$ cat config.mk
export PLATFORM = sky130hd
export DESIGN_NAME = pea_coord
export DESIGN_NICKNAME = d
export VERILOG_FILES = /design/src/rtl/pea_pkg.sv /design/src/rtl/pea_coord.sv
export SDC_FILE = /design/constraint.sdc
export NUM_CORES = 1
export LEC_CHECK = 0
export BUFFER_PORTS_ARGS = -buffer_cell sky130_fd_sc_hd__buf_2
export CAP_MARGIN = 20
export CORE_ASPECT_RATIO = 1.2
export CORE_MARGIN = 8
export CORE_UTILIZATION = 51
export DETAILED_ROUTE_END_ITERATION = 10
export PLACE_DENSITY = 0.92
export SLEW_MARGIN = 25
export SYNTH_ARGS = -nofsm -noshare
export SYNTH_HDL_FRONTEND = slang
export SYNTH_SLANG_ARGS = --single-unit
$ cat constraint.sdc
create_clock -name vclk -period 6.5
set_input_delay 0.65 -clock vclk [all_inputs]
set_output_delay 0.65 -clock vclk [all_outputs]
set_load 0.1 [all_outputs]
$ cat src/rtl/pea_pkg.sv
// pea_pkg: shared types and constants for the photon event image accumulator.
// Holds the channel payload structs, the decoded pixel struct and register codes.
// No dependencies.
package pea_pkg;

    // Default geometry and counter width
    localparam int IMAGE_WIDTH_DEF  = 640;
    localparam int IMAGE_HEIGHT_DEF = 512;
    localparam int COUNT_BITS_DEF   = 16;

    // Fixed field widths of the event word and the ports
    localparam int COORD_W = 12;
    localparam int CFG_W   = 12;
    localparam int IDX_W   = 2;

    // Register indexes
    localparam logic [IDX_W-1:0] REG_BIN_SHIFT = 2'd0;
    localparam logic [IDX_W-1:0] REG_X_OFFSET  = 2'd1;
    localparam logic [IDX_W-1:0] REG_Y_OFFSET  = 2'd2;

    // Register reset values
    localparam logic [1:0]         BIN_SHIFT_RST = 2'd1;
    localparam logic [COORD_W-1:0] X_OFFSET_RST  = 12'd1024;
    localparam logic [COORD_W-1:0] Y_OFFSET_RST  = 12'd240;

    // Command codes
    localparam logic CMD_ACCUM = 1'b0;
    localparam logic CMD_READ  = 1'b1;

    // Input transaction
    typedef struct packed {
        logic        cmd;
        logic [31:0] event_word;
        logic [9:0]  read_col;
        logic [8:0]  read_row;
    } pea_in_t;

    // Result transaction
    typedef struct packed {
        logic        in_image;
        logic [9:0]  pixel_col;
        logic [8:0]  pixel_row;
        logic [15:0] pixel_count;
        logic        saturated;
    } pea_out_t;

    // Decoded pixel request passed from the decode stage to the update stage
    typedef struct packed {
        logic               cmd;
        logic               in_image;
        logic [COORD_W-1:0] col;
        logic [COORD_W-1:0] row;
    } pea_coord_t;

endpackage

$ cat src/rtl/pea_coord.sv
// pea_coord: decodes an input transaction into a pixel position and linear address.
// Depends on pea_pkg.
module pea_coord #(
    parameter int IMAGE_WIDTH  = pea_pkg::IMAGE_WIDTH_DEF,
    parameter int IMAGE_HEIGHT = pea_pkg::IMAGE_HEIGHT_DEF,
    parameter int ADDR_W       = $clog2(IMAGE_WIDTH * IMAGE_HEIGHT)
) (
    input  pea_pkg::pea_in_t                 in_data,
    input  logic [1:0]                       bin_shift,
    input  logic [pea_pkg::COORD_W-1:0]      x_offset,
    input  logic [pea_pkg::COORD_W-1:0]      y_offset,
    output pea_pkg::pea_coord_t              coord,
    output logic [ADDR_W-1:0]                addr
);

    localparam int CW = pea_pkg::COORD_W;

    logic [CW-1:0] rx_bin;
    logic [CW-1:0] ry_bin;
    logic [CW:0]   dx;
    logic [CW:0]   dy;
    logic          ev_in;
    logic          rd_in;
    logic [CW-1:0] col_sel;
    logic [CW-1:0] row_sel;
    logic [2*CW:0] lin;

    // Binning and offset; the top bit of dx/dy is the borrow (negative)
    always_comb
    begin
        rx_bin = in_data.event_word[2*CW-1:CW] >> bin_shift;
        ry_bin = in_data.event_word[CW-1:0] >> bin_shift;
        dx     = {1'b0, rx_bin} - {1'b0, x_offset};
        dy     = {1'b0, ry_bin} - {1'b0, y_offset};
        ev_in  = !dx[CW] && (dx[CW-1:0] != '0) && ({1'b0, dx[CW-1:0]} < (CW+1)'(IMAGE_WIDTH))
              && !dy[CW] && (dy[CW-1:0] != '0) && ({1'b0, dy[CW-1:0]} < (CW+1)'(IMAGE_HEIGHT));
        rd_in  = ((CW+1)'(in_data.read_col) < (CW+1)'(IMAGE_WIDTH))
              && ((CW+1)'(in_data.read_row) < (CW+1)'(IMAGE_HEIGHT));
    end

    // Select the pixel for the command
    always_comb
    begin
        unique case (in_data.cmd)
            pea_pkg::CMD_ACCUM:
            begin
                col_sel = dx[CW-1:0];
                row_sel = dy[CW-1:0];
                coord.in_image = ev_in;
            end
            pea_pkg::CMD_READ:
            begin
                col_sel = CW'(in_data.read_col);
                row_sel = CW'(in_data.read_row);
                coord.in_image = rd_in;
            end
        endcase
        coord.cmd = in_data.cmd;
        coord.col = col_sel;
        coord.row = row_sel;
    end

    // Linear address: row * width + col
    assign lin  = (2*CW+1)'(row_sel) * (2*CW+1)'(IMAGE_WIDTH) + (2*CW+1)'(col_sel);
    assign addr = lin[ADDR_W-1:0];

endmodule

==> out/qor.txt <==
Hold Vio Cnt, Final - 0
Most frequent CP cell - ha_1
Fmax achieved - 0.163 GHz
Largest net degree at the start of global routing - 42
Crit path max-delay family - adder cells
First-pass GRT wire length - 12.8 mm
Post-synth top cells - 42 x ha_1, 42 x inv_1, 30 x nor2_1
Top sig layer - met4
Horiz. Die Dim - 82.9 um
Sequential area share after synthesis - 0
Layout clock buffers - 0
Worst Hold Class - in2out
GP Congestion - 0.876
Drt wl/cell - 14.7 um
Rel. slew slack - 0.463
Worst endpoint data arrival time - 5490 ps
Drt first pass iters - 4
Critical Path Slowest Stage Cell - mux4_2
CP peak stage delay - 510 ps
Critical Path Stages - 21
Antenna Nets Post-Route - 0
Core area - 5230 sq um
Crit path max fanout - 5
Syn-to-layout area delta - 29.1%
Placed cell area - 3510 sq um
Post-Synthesis Cells - 366
Post-synthesis adder-cell area fraction - 0.221
Worst vdd ir - 0.701 mV
Top Ports - 123
Status - completed
Compound-cell area share of the yosys netlist - 0.211
Sum Neg Setup Slack - 0 ps
Initial antenna violation count - 0
Die ar. - 7970 sq um
DP HPWL - 7.08 mm
Critical-path cell list - buf_2, mux4_2, inv_1, ha_1, inv_1, fa_1, a21o_1, a21oi_2, xnor2_1, mux2_2, ha_1, fa_1, ha_1, nand2_1, o21ai_1, nand3_1, nor3_4, nand3_1, xnor2_2, xnor2_4, buf_12
Leak - 1.84 nW
Met2 wire length - 4.03 mm
Port bufs - 115
Synth top area cells - ha_1 19%, mux4_2 9.1%, xnor2_1 7.4%
Max-Cap Viols - 0
Final setup violation count - 0
Yosys cell types - 52
Seq. cell area - 0 sq um
Setup Crit Path Kind - in2out
Number of global-route vias before repair - 3,087
Post-route DRC - 0
WL final - 7.78 mm
CP endpoint kind - output port
Clock period minus worst slack - 6140 ps
XOR/XNOR share of the synthesized area - 0.118
Post-CTS setup repair buffer count - 0
Grt total ovfl - 0
Total GRT Usage - 0.181
Slew @ Worst Pin - 805 ps
Design Area, Final - 3530 sq um
Synth top area share - 0.192
Mapped Nets - 490
DR vias/cell - 5.66
Period utilisation layout - 0.945
Sequential cells - 0
Synthesis warning total - 0
Drt initial violations - 76
Crit start category - primary input
Main combinational cell family by area after synthesis - adder cells
Final slew viol count - 0
Fillers - 423
Std cell rows - 29
Hold path depth - 4
Post-synth top area cell - ha_1
Pwr/cell area - 489 nW/um^2
Wl on met1 - 3.07 mm
Simple-Gate Fraction of Synth Area - 0.189
Fin util - 0.676
Nets - 593
Die H - 96.2 um
Final non-filler cell total - 529
Buffers & Inverters on Critical Path - 4
Mean Syn Cell Area - 7.47 sq um
Synth Cell Area - 2740 sq um
Initial core utilization - 0.523
WL met3 - 446 um
Ant diodes - 0
Vias - 2,996
Share of post-route cells with drive strength above 1 - 0.353
Worst Path Required - 5850 ps
Multiplexer share of the synthesized area - 0.166
# placed instances - 529
Unrepaired setup endpoints after global routing - false
[stage by stage]
stage	total power, W	setup slack [ps]	hold slack, ps
finish	0.00173	355	1830
CTS	0.00172	65.5	1830
floorplan	0.00142	-336	1510
detailed placement	0.00172	78.2	1830
global placement	0.00169	249	1820
global route	0.00181	68.4	1870
[cell type report]
type | count | area [sq um] | area share
multi-input cells | 305 | 2630 | 0.745
repair buffers | 120 | 662 | 0.187
well taps | 62 | 77.6 | 0.0220
inverters | 42 | 161 | 0.0457
[power by group]
part	switching [W]	total, W	internal [W]
Sequential	0	0	0
Combinational	0.00127	0.00173	0.000456
Clock	0	0	0
[metal layers]
layer / vias up / global-route usage
met2: 96 / 0.350
met4: 0 / 0.0616
li1: 1509 / -
met3: 24 / 0.0364
met1: 1367 / 0.191
met5: - / 0
[cell usage in the layout, fill, tap and decap left out, types with 5 or more instances in the layout]
master    count
xor2_1       12
a21oi_1      19
nor2_1       27
nand2b_1      9
o21ai_0      24
a21o_1        8
inv_1        41
mux4_2       11
buf_2       112
nor3_1        6
xnor2_1      17
a211oi_1      5
o21a_1        6
nor2b_1       5
mux2i_1      14
ha_1         41
nand2_1      19
[timing repair]
item                                    in CTS  in global routing
endpoints found under the hold margin        0                  0
hold buffers                                 0                  0
endpoints found under the setup margin       0                  1
resized for setup                            0                  6
[cell families after synthesis]
group,count (synthesis)
buffers and inverters,61
multiplexers,31
AO/OA/AOI/OAI,91
XOR/XNOR,37
adder cells (fa/ha/maj),46
AND/OR/NAND/NOR,100
[worst paths after layout]
path | from | endpoint | slack [ps]
max | bin_shift[0] | addr[18] | 360
min | in_data[15] | coord[18] | 1830
No activity file was read; power rests on OpenSTA's default activity.
