<file path="src/rtl/pea_pkg.sv">
// pea_pkg: shared types and constants for the photon event image accumulator.
// Holds the channel payload structs, the decoded pixel struct and register codes.
// No dependencies.
package pea_pkg;

    // Default geometry and counter width
    localparam int IMAGE_WIDTH_DEF  = 640;
    localparam int IMAGE_HEIGHT_DEF = 512;
    localparam int COUNT_BITS_DEF   = 16;

    // Fixed field widths of the event word and the ports
    localparam int COORD_W = 12;
    localparam int CFG_W   = 12;
    localparam int IDX_W   = 2;

    // Register indexes
    localparam logic [IDX_W-1:0] REG_BIN_SHIFT = 2'd0;
    localparam logic [IDX_W-1:0] REG_X_OFFSET  = 2'd1;
    localparam logic [IDX_W-1:0] REG_Y_OFFSET  = 2'd2;

    // Register reset values
    localparam logic [1:0]         BIN_SHIFT_RST = 2'd1;
    localparam logic [COORD_W-1:0] X_OFFSET_RST  = 12'd1024;
    localparam logic [COORD_W-1:0] Y_OFFSET_RST  = 12'd240;

    // Command codes
    localparam logic CMD_ACCUM = 1'b0;
    localparam logic CMD_READ  = 1'b1;

    // Input transaction
    typedef struct packed {
        logic        cmd;
        logic [31:0] event_word;
        logic [9:0]  read_col;
        logic [8:0]  read_row;
    } pea_in_t;

    // Result transaction
    typedef struct packed {
        logic        in_image;
        logic [9:0]  pixel_col;
        logic [8:0]  pixel_row;
        logic [15:0] pixel_count;
        logic        saturated;
    } pea_out_t;

    // Decoded pixel request passed from the decode stage to the update stage
    typedef struct packed {
        logic               cmd;
        logic               in_image;
        logic [COORD_W-1:0] col;
        logic [COORD_W-1:0] row;
    } pea_coord_t;

endpackage

</file>
<file path="src/rtl/pea_rmw.sv">
// pea_rmw: update stage; takes the read count, forwards the last write,
// saturating increment, write back and result build. Depends on pea_pkg.
module pea_rmw #(
    parameter int COUNT_BITS = pea_pkg::COUNT_BITS_DEF,
    parameter int ADDR_W     = 19
) (
    input  logic                  clk,
    input  logic                  rst_n,
    input  logic                  take,
    input  pea_pkg::pea_coord_t   coord_in,
    input  logic [ADDR_W-1:0]     addr_in,
    input  logic [COUNT_BITS-1:0] rdata,
    input  logic                  advance,
    output logic                  busy,
    output logic                  wr_en,
    output logic [ADDR_W-1:0]     wr_addr,
    output logic [COUNT_BITS-1:0] wr_data,
    output pea_pkg::pea_out_t     result
);

    logic                  s1_valid_reg;
    logic                  s1_valid_next;
    pea_pkg::pea_coord_t   s1_coord_reg;
    logic [ADDR_W-1:0]     s1_addr_reg;

    logic                  lw_valid_reg;
    logic [ADDR_W-1:0]     lw_addr_reg;
    logic [COUNT_BITS-1:0] lw_data_reg;

    logic [COUNT_BITS-1:0] cur_count;
    logic [COUNT_BITS-1:0] new_count;
    logic                  is_max;
    logic [31:0]           count_ext;

    // Stage valid
    always_comb
    begin
        s1_valid_next = s1_valid_reg;
        if (take)
        begin
            s1_valid_next = 1'b1;
        end
        else if (advance)
        begin
            s1_valid_next = 1'b0;
        end
    end

    always_ff @(posedge clk or negedge rst_n)
    begin
        if (!rst_n)
        begin
            s1_valid_reg <= 1'b0;
        end
        else
        begin
            s1_valid_reg <= s1_valid_next;
        end
    end

    // Stage payload
    always_ff @(posedge clk)
    begin
        if (take)
        begin
            s1_coord_reg <= coord_in;
            s1_addr_reg  <= addr_in;
        end
    end

    // Forward the write made at the same edge as this entry's read
    always_comb
    begin
        if (lw_valid_reg && (lw_addr_reg == s1_addr_reg))
        begin
            cur_count = lw_data_reg;
        end
        else
        begin
            cur_count = rdata;
        end
        is_max = (cur_count == '1);
        if ((s1_coord_reg.cmd == pea_pkg::CMD_ACCUM) && !is_max)
        begin
            new_count = cur_count + 1'b1;
        end
        else
        begin
            new_count = cur_count;
        end
    end

    // Write back accumulated pixels as the result leaves
    assign busy    = s1_valid_reg;
    assign wr_en   = s1_valid_reg && advance && s1_coord_reg.in_image
                  && (s1_coord_reg.cmd == pea_pkg::CMD_ACCUM);
    assign wr_addr = s1_addr_reg;
    assign wr_data = new_count;

    // Last-write record
    always_ff @(posedge clk or negedge rst_n)
    begin
        if (!rst_n)
        begin
            lw_valid_reg <= 1'b0;
        end
        else if (wr_en)
        begin
            lw_valid_reg <= 1'b1;
        end
    end

    always_ff @(posedge clk)
    begin
        if (wr_en)
        begin
            lw_addr_reg <= s1_addr_reg;
            lw_data_reg <= new_count;
        end
    end

    // Result; all fields zero outside the image
    always_comb
    begin
        count_ext = 32'(new_count);
        result    = '0;
        if (s1_coord_reg.in_image)
        begin
            result.in_image    = 1'b1;
            result.pixel_col   = s1_coord_reg.col[9:0];
            result.pixel_row   = s1_coord_reg.row[8:0];
            result.pixel_count = count_ext[15:0];
            result.saturated   = (new_count == '1);
        end
    end

endmodule

</file>
<file path="config.mk">
export PLATFORM = sky130hd
export DESIGN_NAME = pea_rmw
export DESIGN_NICKNAME = d
export VERILOG_FILES = /design/src/rtl/pea_pkg.sv /design/src/rtl/pea_rmw.sv
export SDC_FILE = /design/constraint.sdc
export NUM_CORES = 1
export LEC_CHECK = 0
export ABC_CLOCK_PERIOD_IN_PS = 4300
export BUFFER_PORTS_ARGS = -buffer_cell sky130_fd_sc_hd__buf_2
export CAP_MARGIN = 20
export CORE_AREA = 2 2 96 98
export CTS_CLUSTER_DIAMETER = 200
export DETAILED_ROUTE_END_ITERATION = 12
export DIE_AREA = 0 0 98 100
export HOLD_SLACK_MARGIN = 0.1
export PLACE_DENSITY = 0.79
export SYNTH_ARGS = -nofsm -noshare
export SYNTH_HDL_FRONTEND = slang
export SYNTH_SLANG_ARGS = --single-unit
</file>
<file path="constraint.sdc">
create_clock -name clk -period 4.3 [get_ports clk]
set_clock_uncertainty 0.2 [all_clocks]
set_input_delay 0.86 -clock clk [delete_from_list [all_inputs] [get_ports clk]]
set_output_delay 0.86 -clock clk [all_outputs]
set_load 0.05 [all_outputs]
</file>
==> results.txt, run 1 <==
Status: complete, but fails checks
Failing checks: setup timing
H-tree levels: 3
Mean post-synth cell area: 12.87 um^2
Layout cell share with drive strength beyond 1: 67.39%
RSZ-0062 raised after global routing: yes
Seq/Total Area, Yosys: 59.64%
Setup tns final: -14.46 ns
Die area: 0.009800 mm^2
Post-synthesis mux area share: 4.538%
Power per Cell Area: 298.8 mW/mm^2
Post-Syn Instances: 300
CP Data Required Time: 3.24 ns
Mapped Area: 0.003860 mm^2
Initial drt markers: 158
Vias per cell: 5.294
Crit share post-route: 120.3%
Synth Area in XOR/XNOR: 8.590%
Clk sinks: 77
Total gr overflow: 0
Vias: 3,510
Number of global-route vias before repair: 3,543
IO Port Bufs: 133
Synth cell types: 49
Synth Register Bits: 77
Ys async rst share: 2.597%
Drt total wl: 11,870 um
Post-synthesis compound-gate area fraction: 5.575%
Post-synth top flop: edfxtp_1
Critical Path AT: 4.11 ns
First-pass GRT wire length: 17,410 um
Total GRT Usage: 22.69%
Number of max-cap violations: 0
CTS tree: done
Adder-Cell Fraction of Synth Area: 0.3241%
Syn nets: 366
CP peak stage delay: 0.46 ns
Largest family of logic cells by synthesized area: simple AND/OR/NAND/NOR gates
Leading cell types in the layout, fill and taps excluded: buf_2 (100), buf_4 (80), edfxtp_1 (75)
Num rows: 35
Die W: 98 um
Fin. Hold Viols: 0
Final setup viols: 33
Initial antenna violation count: 0
Clk_lat worst skew: 0.35 ns
Worst vdd ir: 0.0002928 V
Antenna viol nets, final: 0
Crit path cell chain: xnor2_2 > nand4_1 > or3_4 > nor2_8 > mux2i_4 > inv_2 > ha_4 > and3_4 > nor4bb_4 > nor3_2 > nand3_2 > a21boi_2 > xnor2_1 > mux2i_4 > nand4_1 > nor3_4 > buf_6
Startpoint Class: flop
Synth Area in Simple Gates: 19.61%
Top Ports: 139
Yosys Warn Count: 0
Drc violations: 0
Final Util: 76.48%
CTS Buffer Depth: 2
Die height: 100 um
CP Max Fanout: 4
Post-DR wirelength/cell: 17.91 um
DP Wirelength: 7913 um
P_leak: 2.842 nW
Design Power: 2.031 mW
Final cell count without fillers: 663
Fillers: 563
Post-synth EDFFs: 75
DRT Pass-1 Iters: 4
Nets: 613
TritonCTS Buffers: 9
Worst slew pin tran: 0.8689 ns
Most common cell after layout, fill and taps aside: buf_2
Worst path slowest cell: edfxtp_1
Area grow syn2layout: 76.14%
Placed cell count: 612
Fmax: 193.3 MHz
Pins Over Slew Limit: 0
Min setup slack post-route: -0.8744 ns
Setup Crit Path Kind: reg -> out
Hold Worst Slack: 0.3146 ns
Initial Util: 43.42%
Worst Setup End Kind: primary output
Clk root buf: clkbuf_8
Final GP Congestion: 0.9323
Largest net degree at the start of global routing: 42
CTS clock-pin slew for the worst setup and hold paths: 0.09 ns
Core area: 0.008890 mm^2
Ant. Diodes: 0
Worst hold-check path type: reg -> reg
Final min period: 5.174 ns
Max FFs per register: 21
Max-slew headroom: 42.07%
[worst max-delay path, delay by kind of cell (launching register included)]
family | cells | cell delay, ns
AOI/OAI and AO/OA | 1 | 0.23
muxes | 2 | 0.43
xor gates and xnor gates | 2 | 0.31
adders and majority gates | 1 | 0.16
buffers and inverters | 2 | 0.24
and+or+nand+nor | 9 | 1.92
DFF | 1 | 0.46
[timing repair]
action                                  4_1_cts  5_1_grt
cloned                                        0        0
endpoints found under the hold margin         2        0
resized for setup                           133       59
hold buffers                                  1        0
setup buffers                                27       14
pin swaps                                    33       20
endpoints found under the setup margin       33       33
[where the power goes]
group | switching (mW) | total (mW) | internal (mW)
Clock | 0.279 | 0.549 | 0.270
Sequential | 0.0350 | 0.909 | 0.874
Combinational | 0.330 | 0.573 | 0.243
Total | 0.643 | 2.03 | 1.39
[metrics by stage]
stage | setup WS [ns] | area [um^2]
after CTS | -0.7671 | 6467
after global placement | -0.5931 | 5564
after global routing | -1.069 | 6799
after detailed placement | -0.6780 | 5564
final | -0.8744 | 6799
after floorplan | -1.140 | 4239
[area by class of cell]
| type | instances | area (um^2) | area share [%] |
|---|---|---|---|
| flip-flops and latches | 77 | 2302 | 33.86 |
| multi-input cells | 211 | 2233 | 32.85 |
| repair buffers | 242 | 1899 | 27.94 |
| well taps | 111 | 138.9 | 2.043 |
| clock buffers | 9 | 123.9 | 1.822 |
| clock inverters | 7 | 72.57 | 1.067 |
| inverters | 6 | 28.78 | 0.4233 |
[Yosys cell counts, drive strengths merged (3+ instances only)]
| cell | instances | share of area, % |
|---|---|---|
| edfxtp | 75 | 58 |
| and2 | 32 | 5.2 |
| xnor2 | 28 | 6.4 |
| nand3 | 17 | 2.2 |
| nand4 | 17 | 2.9 |
| nand2 | 14 | 1.6 |
| mux2i | 13 | 3.4 |
| nor2 | 12 | 1.6 |
| nor3 | 10 | 1.6 |
| and3 | 9 | 1.5 |
| xor2 | 9 | 2.2 |
| a21oi | 6 | 0.78 |
| inv | 6 | 0.58 |
| o21ai | 6 | 0.78 |
| mux2 | 4 | 1.2 |
| buf | 3 | 0.84 |
| clkbuf | 3 | 0.29 |
| o211a | 3 | 0.78 |
| or2 | 3 | 0.49 |
[cells by family (layout without fill, tap and decap cells)]
logic type | Yosys count | in the layout
AND/OR/NAND/NOR | 125 | 125
buffers and inverters | 12 | 264
multiplexers | 17 | 17
flip-flops | 77 | 77
XOR/XNOR | 37 | 37
AO/OA/AOI/OAI | 31 | 31
adder cells (fa/ha/maj) | 1 | 1
[metal layers]
metal	share of wire, %	vias to the layer above	track usage (%)
met5	0	-	0
met3	6.6	34	5.850
met4	2.3	0	7.692
met2	54	164	40.36
li1	-	1620	-
met1	37	1692	26.88
[path summary, 6_finish.rpt]
check / cells past startpoint / start / slack (ns) / end
max: 17 / wr_addr[10] / -0.87 / result[0]
min: 1 / lw_valid_reg / 0.31 / lw_valid_reg
max reg2reg: 18 / wr_addr[10] / 0.52 / lw_data_reg[13]
min reg2reg: 1 / lw_valid_reg / 0.31 / lw_valid_reg
max in group asynchronous: 2 / rst_n / 3.17 / busy
min in group asynchronous: 2 / rst_n / 0.63 / lw_valid_reg
No activity file was read; power rests on OpenSTA's default activity.
==> run 2: changes to the inputs <==
--- a/config.mk
+++ b/config.mk
@@ -13,7 +13,7 @@
 export DETAILED_ROUTE_END_ITERATION = 12
 export DIE_AREA = 0 0 98 100
 export HOLD_SLACK_MARGIN = 0.1
-export PLACE_DENSITY = 0.79
+export PLACE_DENSITY_LB_ADDON = 0.08
 export SYNTH_ARGS = -nofsm -noshare
 export SYNTH_HDL_FRONTEND = slang
 export SYNTH_SLANG_ARGS = --single-unit
==> results.txt, run 2 (synthesis results as in run 1) <==
Initial Util: 43.42%
Largest net degree at the start of global routing: 42
Fmax: 196.1 MHz
Clk_lat worst skew: 0.34 ns
CP peak stage delay: 0.49 ns
Die height: 100 um
CTS clock-pin slew for the worst setup and hold paths: 0.09 ns
Post-DR wirelength/cell: 16.59 um
Fin. Hold Viols: 0
DRT Pass-1 Iters: 5
Critical Path AT: 4.04 ns
Top Ports: 139
Area grow syn2layout: 72.38%
Worst hold-check path type: reg -> reg
Worst vdd ir: 0.0002506 V
Power per Cell Area: 313.2 mW/mm^2
Crit path cell chain: xnor2_2 > nand4_1 > or3_4 > nor2_8 > mux2i_4 > inv_2 > ha_4 > and3_4 > nand2_2 > nand2_2 > nor3_4 > o22ai_4 > a21o_1 > xor2_4 > or4b_4 > nor3_4 > buf_6
Status: complete, but fails checks
Number of global-route vias before repair: 3,490
Core area: 0.008890 mm^2
Drc violations: 0
Max-slew headroom: 40.60%
Num rows: 35
CP Max Fanout: 4
Setup Crit Path Kind: reg -> out
Clk root buf: clkbuf_8
Initial drt markers: 123
IO Port Bufs: 133
Leading cell types in the layout, fill and taps excluded: buf_2 (100), buf_4 (76), edfxtp_1 (75)
Startpoint Class: flop
Die area: 0.009800 mm^2
Number of max-cap violations: 0
H-tree levels: 3
Ant. Diodes: 0
Vias per cell: 5.163
R2r setup slk: 0.46 ns
Top delay family on crit path: simple AND/OR/NAND/NOR gates
Clk sinks: 77
Total gr overflow: 0
Layout cell share with drive strength beyond 1: 64.52%
Crit share post-route: 118.6%
RSZ-0062 raised after global routing: yes
P_leak: 2.744 nW
Worst Setup End Kind: primary output
Max FFs per register: 21
CTS tree: done
Area of the multi-input gates: 0.002143 mm^2
Total GRT Usage: 22.24%
Min setup slack post-route: -0.8005 ns
Antenna viol nets, final: 0
Worst slew pin tran: 0.8910 ns
DP Wirelength: 7770 um
Drt total wl: 10,870 um
Failing checks: setup timing
Hold Worst Slack: 0.3069 ns
First-pass GRT wire length: 17,030 um
Initial antenna violation count: 0
Fillers: 615
Vias: 3,382
Die W: 98 um
Pins Over Slew Limit: 0
CTS Buffer Depth: 2
Most common cell after layout, fill and taps aside: buf_2
Register area: 0.002302 mm^2
Final min period: 5.101 ns
Worst path slowest cell: or4b_4
TritonCTS Buffers: 9
Final setup viols: 33
DP Worst Slack: -0.6962 ns
CP Data Required Time: 3.24 ns
Final GP Congestion: 0.8984
Nets: 605
Buf+Inv Stages, Crit Path: 2
## run 2: timing repair
action | CTS | global route
pin swaps | 28 | 13
hold buffers | 1 | 0
gates resized for setup | 144 | 24
buffers inserted | 15 | 14
hold endpoints to repair | 2 | 0
setup endpoints to repair | 33 | 33
## run 2: final timing paths
kind                           startpoint             end  depth (start not counted)
max                        lw_addr_reg[3]       result[0]                         17
min                          lw_valid_reg    lw_valid_reg                          1
max reg2reg                lw_addr_reg[3]  lw_data_reg[0]                         21
min reg2reg                  lw_valid_reg    lw_valid_reg                          1
max in group asynchronous           rst_n    lw_valid_reg                          2
min in group asynchronous           rst_n            busy                          2
## run 2: per-layer routing
layer	up-vias	GRT usage (%)	wire (um)
met5	-	0	0
met4	0	9.295	255
met3	18	4.805	572
met2	124	40.15	5989
met1	1629	25.69	4050
li1	1611	-	-
## run 2: where the power goes
part	switching, mW	internal [mW]
Clock	0.286	0.334
Sequential	0.0287	0.874
Combinational	0.324	0.237
Total	0.638	1.45
## run 2: layout make-up
cell class              instances  share of cell area, %
flip-flops and latches         77                  34.60
multi-input cells             211                  32.21
repair buffers                234                  27.30
well taps                     111                  2.087
clock buffers                  10                  1.918
clock inverters                 6                  1.410
inverters                       6                 0.4701
## run 2: per-stage QoR
stage	utilization (%)	area [um^2]	power, mW	cells	setup TNS, ns
floorplan	-	4239	1.211	300	-10.32
global placement	62.67	5572	1.377	613	-4.639
detailed placement	62.67	5572	1.385	613	-6.528
CTS	72.84	6475	2.079	645	-13.55
global route	74.85	6654	2.165	655	-22.34
finish	74.85	6654	2.084	655	-15.96
